`config.mk`:
```
export PLATFORM = sky130hd
export DESIGN_NAME = d8fd_queue
export DESIGN_NICKNAME = d
export VERILOG_FILES = /design/src/d8fd_queue.sv
export SDC_FILE = /design/constraint.sdc
export NUM_CORES = 1
export LEC_CHECK = 0
export ABC_AREA = 0
export BUFFER_PORTS_ARGS = -buffer_cell sky130_fd_sc_hd__buf_2
export CAP_MARGIN = 40
export CORE_ASPECT_RATIO = 0.8
export CORE_UTILIZATION = 40
export CTS_BUF_LIST = sky130_fd_sc_hd__clkbuf_2 sky130_fd_sc_hd__clkbuf_4 sky130_fd_sc_hd__clkbuf_8
export CTS_CLUSTER_DIAMETER = 60
export CTS_CLUSTER_SIZE = 10
export DETAILED_ROUTE_END_ITERATION = 10
export PLACE_DENSITY = 0.61
export SLEW_MARGIN = 40
export SYNTH_ARGS = -nofsm -noshare
export SYNTH_HDL_FRONTEND = slang
export SYNTH_SLANG_ARGS = --single-unit
```
`constraint.sdc`:
```
create_clock -name clk -period 4.7 [get_ports clk]
set_input_delay 0.235 -clock clk [delete_from_list [all_inputs] [get_ports clk]]
set_output_delay 0.235 -clock clk [all_outputs]
set_load 0.03 [all_outputs]
```
`src/d8fd_queue.sv`:
```
module d8fd_queue #(
  parameter int WIDTH = 32,
  parameter int DEPTH = 4
) (
  input  logic             clk,
  input  logic             rst,
  input  logic             push,
  input  logic [WIDTH-1:0] push_data,
  input  logic             pop,
  output logic             full,
  output logic             head_valid,
  output logic [WIDTH-1:0] head
);

  localparam int PW = $clog2(DEPTH);
  localparam int CNTW = $clog2(DEPTH + 1);

  logic [WIDTH-1:0] slots [DEPTH];
  logic [PW-1:0]    wr_ptr;
  logic [PW-1:0]    rd_ptr;
  logic [CNTW-1:0]  count;

  assign full = (count == CNTW'(DEPTH));
  assign head_valid = (count != '0);
  assign head = slots[rd_ptr];

  always_ff @(posedge clk) begin
    if (push) begin
      slots[wr_ptr] <= push_data;
    end
  end

  always_ff @(posedge clk) begin
    if (rst) begin
      wr_ptr <= '0;
      rd_ptr <= '0;
      count <= '0;
    end else begin
      if (push) begin
        wr_ptr <= (wr_ptr == PW'(DEPTH - 1)) ? '0 : wr_ptr + PW'(1);
      end
      if (pop) begin
        rd_ptr <= (rd_ptr == PW'(DEPTH - 1)) ? '0 : rd_ptr + PW'(1);
      end
      count <= count + CNTW'(push) - CNTW'(pop);
    end
  end

endmodule

```
======== Word-level counts from Yosys, hierarchy flattened ========
Memories as Yosys holds them, arrays and structs flattened. A register that Yosys moved wholly into a read port is not among the register bits.
Index checks and enable logic that the tools add are counted.
word-level totals
  register bits ........................... 7
  output and inout port bits .............. 34
  input bits .............................. 36
  word-level logic and storage cells ...... 18
  memories kept ........................... 1
  RAM bits ................................ 128
memories
  name   words  bits a word  rd ports  clocked after memory_dff  wr ports  RTL line  source
  slots  4      32           1         1                         1         18        logic [WIDTH-1:0] slots [DEPTH];
operators by class
  equal/unequal tests ..................... 3
  multiplexer cells ....................... 6
  add/subtract/negate cells ............... 4
  reduce and logical (&&, ||, !) cells .... 1
operators by type and width
  cell                   number
  $mux W2                4
  $add A2 B1 Y2 const B  2
  $eq A2 B2 Y1 const B   2
  $add A3 B1 Y3          1
  $eq A3 B3 Y1 const B   1
  $reduce_bool A3 Y1     1
  $sub A3 B1 Y3          1
  $mux W1                2

======== Depth between registers and ports, before layout ========
  depth after elaboration ................. 4
  gate-level depth with buffers ........... 7
  gate-level depth less buffers ........... 7

======== Worst setup path after synthesis ========
No wires, ideal clock.
  path kind ............................... flip-flop to flip-flop
  from .................................... reg wr_ptr[0]
  to ...................................... mem slots[2][0], enable pin
  arrival time ............................ 1.327 ns
  library setup time ...................... 0.392 ns
  cell stages (with the launch flop) ...... 4
  required time ........................... 4.308 ns
  period minus slack after synthesis ...... 1.719 ns
  slack ................................... 2.981 ns
  path buffers ............................ 0
  path through ............................ dfxtp_1 > inv_1 > ha_1 > and2_1
RTL lines
  item                    RTL line  source
  start, declared         19        logic [PW-1:0] wr_ptr;
  start signal, assigned  40        wr_ptr <= (wr_ptr == PW'(DEPTH - 1)) ? '0 : wr_ptr + PW'(1);
  end, declared           18
Straight into the memory's write port.

==> results_dict.tcl <==
set metrics [dict create \
    synth_area_leaders "edfxtp_1 75%, mux4_2 13%, dfxtp_1 3.5%, ha_1 1.7%, buf_12 1.2%" \
    antenna_cells 0 \
    synth_area_leader_cell "edfxtp_1" \
    synth_cell_types 20 \
    p_leak_nw 2.14 \
    period_needed_ps 2440 \
    fin_skew_ps 7.21 \
    cp_data_arrival_time_ps 2200 \
    hpwl_um 4970 \
    min_path_cells 1 \
    io_pins 70 \
    start_kind "flip-flop" \
    synth_nets 254 \
    end_kind "primary output" \
    worstHoldPathType "in2reg" \
    synthesis.area_um2 5110 \
    seqPwrFrac 0.508 \
    synth_commonest_cells "128 x edfxtp_1, 30 x mux4_2, 9 x dfxtp_1" \
    grt_pass1_vias 2426 \
    core_area_um2 12300 \
    fin_crit_sh 0.519 \
    setup_viol 0 \
    maxSlewViolCount 0 \
    synth_seq_cells 137 \
    wl_um 8680 \
    drt_pre_antenna_iters 4 \
    p_comb_frac 0.111 \
    syn_area_per_cell_um2 24.4 \
    relSlewSlack 0.636 \
    clk_pin_slew_ps 70 \
    finalHoldViolations 0 \
    cts-root-buf "clkbuf_8" \
    p_int_mw 2.15 \
    clock_power_share 0.382 \
    status "finished clean" \
    initial_utilization 0.416 \
    grt_pass1_wl_um 13200 \
    cp_max_fo 27 \
    max_clock_freq_mhz 410 \
    setup-tns-final_ps 0 \
    viasPerCell 4.78 \
    nNetsFinal 350 \
    critical_path_required_ps 4470 \
    critPathKind "reg2out" \
    synthArstFlopShare 0 \
    drive_above_1_share 0.436 \
    p_per_area_nw_per_um2 451 \
    grt_setup_unrepaired "false" \
    die_height_um 103 \
    yosysWarnings 0 \
    grt.total_usage 0.144 \
    cts.sinks 137 \
    routedWlPerCell_um 17.7 \
    antenna_found_initial 0 \
    die_w_um 128 \
    drc 0 \
    routabilityCongestion 0.691 \
    cts_max_level 4 \
    antenna_left 0 \
    grt_max_degree 33 \
    r2r_cells 7 \
    drt_iter0_drc 157 \
    ys_seq_area_frac 0.787 \
    syn_to_final_growth_pct 21.1 \
    p_sw_frac 0.230 \
    cts_buffers 17 \
    rows 36 \
    yosysMostFrequentCell "edfxtp_1" \
    floorplan.die_area_um2 13200 \
    ir_drop_mv 0.201 \
    cts_buffer_depth 2 \
    cts_tree "built" \
    port_buffers 69 \
    synth-main-ff-cell "edfxtp_1" \
    maxCapViolCount 0 \
    hold_slack_ps 31.1 \
    grt-ovfl-total 0 \
    synth_edf_count 128 \
    cts_setup_buffers 0 \
    syn_inst 210 \
    tightest_slew_ps 547 \
    yosysTopAreaCellShare 0.752 \
    clk_latency_ps 430 \
    p_sw_mw 0.643 \
    via_count 2340 \
]
[metal layers]
layer	global-route usage	vias up	wire, um	part of all wire
li1	-	1064	-	-
met5	0	-	0	0
met4	0.0597	0	89	0.010
met1	0.190	1194	3890	0.45
met3	0.0462	7	525	0.060
met2	0.223	75	4180	0.48
[per-stage QoR]
step                      utilization  worst slack, ps  power [mW]  cell area [um^2]  cells
after detailed placement        0.456             2650        1.75              5610    444
after global routing            0.504             2090        2.89              6190    490
final                           0.504             2260        2.79              6190    490
after CTS                       0.504             2170        2.82              6190    490
after floorplan                     -             2980        1.66              5110    210
after global placement          0.456             2660        1.74              5600    444
[placed cells by master, fill, tap and decap left out, drive strengths merged]
cell type / n
a21oi: 2
nand2b: 2
or3b: 2
clkinvlp: 4
bufinv: 5
mux2i: 2
and2: 4
xor3: 1
clkinv: 5
dlygate4sd3: 14
fa: 1
dfxtp: 9
nor2: 3
edfxtp: 128
inv: 6
ha: 7
nor2b: 2
clkbuf: 18
and3: 1
buf: 70
or3: 1
mux4: 32
[worst paths after layout]
path	from	slack, ps	end
setup reg to reg	count[0]	2960	count[2]
setup / recovery	flip-flop	2260	head[25]
hold / removal	push_data[24]	30	slots[1][24]
hold reg to reg	rd_ptr[0]	520	flip-flop
[kinds of logic after synthesis]
group / count (synthesis) / share of synthesized area
DFF: 137 / 0.787
muxes: 34 / 0.146
and+or+nand+nor: 15 / 0.0179
buffers and inverters: 13 / 0.0213
adders and majority gates: 8 / 0.0210
AOI/OAI and AO/OA: 2 / 0.00196
xor gates and xnor gates: 1 / 0.00465
[power by group through the flow]
stage / Combinational, mW / Sequential (mW) / Clock (mW)
final: 0.309 / 1.42 / 1.07
after global placement: 0.300 / 1.44 / 0
after CTS: 0.316 / 1.42 / 1.09
after global routing: 0.334 / 1.42 / 1.13
after detailed placement: 0.306 / 1.45 / 0
after floorplan: 0.228 / 1.43 / 0
[area by class of cell]
cell class | count | area [um^2]
clock inverters | 14 | 204
fillers | 1001 | 6100
multi-input cells | 60 | 991
well taps | 171 | 214
repair buffers | 84 | 493
inverters | 6 | 22.5
flip-flops and latches | 137 | 4030
clock buffers | 18 | 241
[sequential cells by signal, summed over array words and instances (netlist names), named ones only]
register and cells:
rd_ptr 2, wr_ptr 2, slots 128, count 3
[timing repair]
| action | 4_1_cts | 5_1_grt |
|---|---|---|
| hold buffers | 14 | 0 |
| resized for setup | 0 | 0 |
| endpoints found under the hold margin | 56 | 0 |
[critical path, stage by stage, from the launching register on]
cell and delay (ps):
dfxtp_2 440, buf_4 510, mux4_2 620, buf_2 200
No activity file was read; power rests on OpenSTA's default activity.
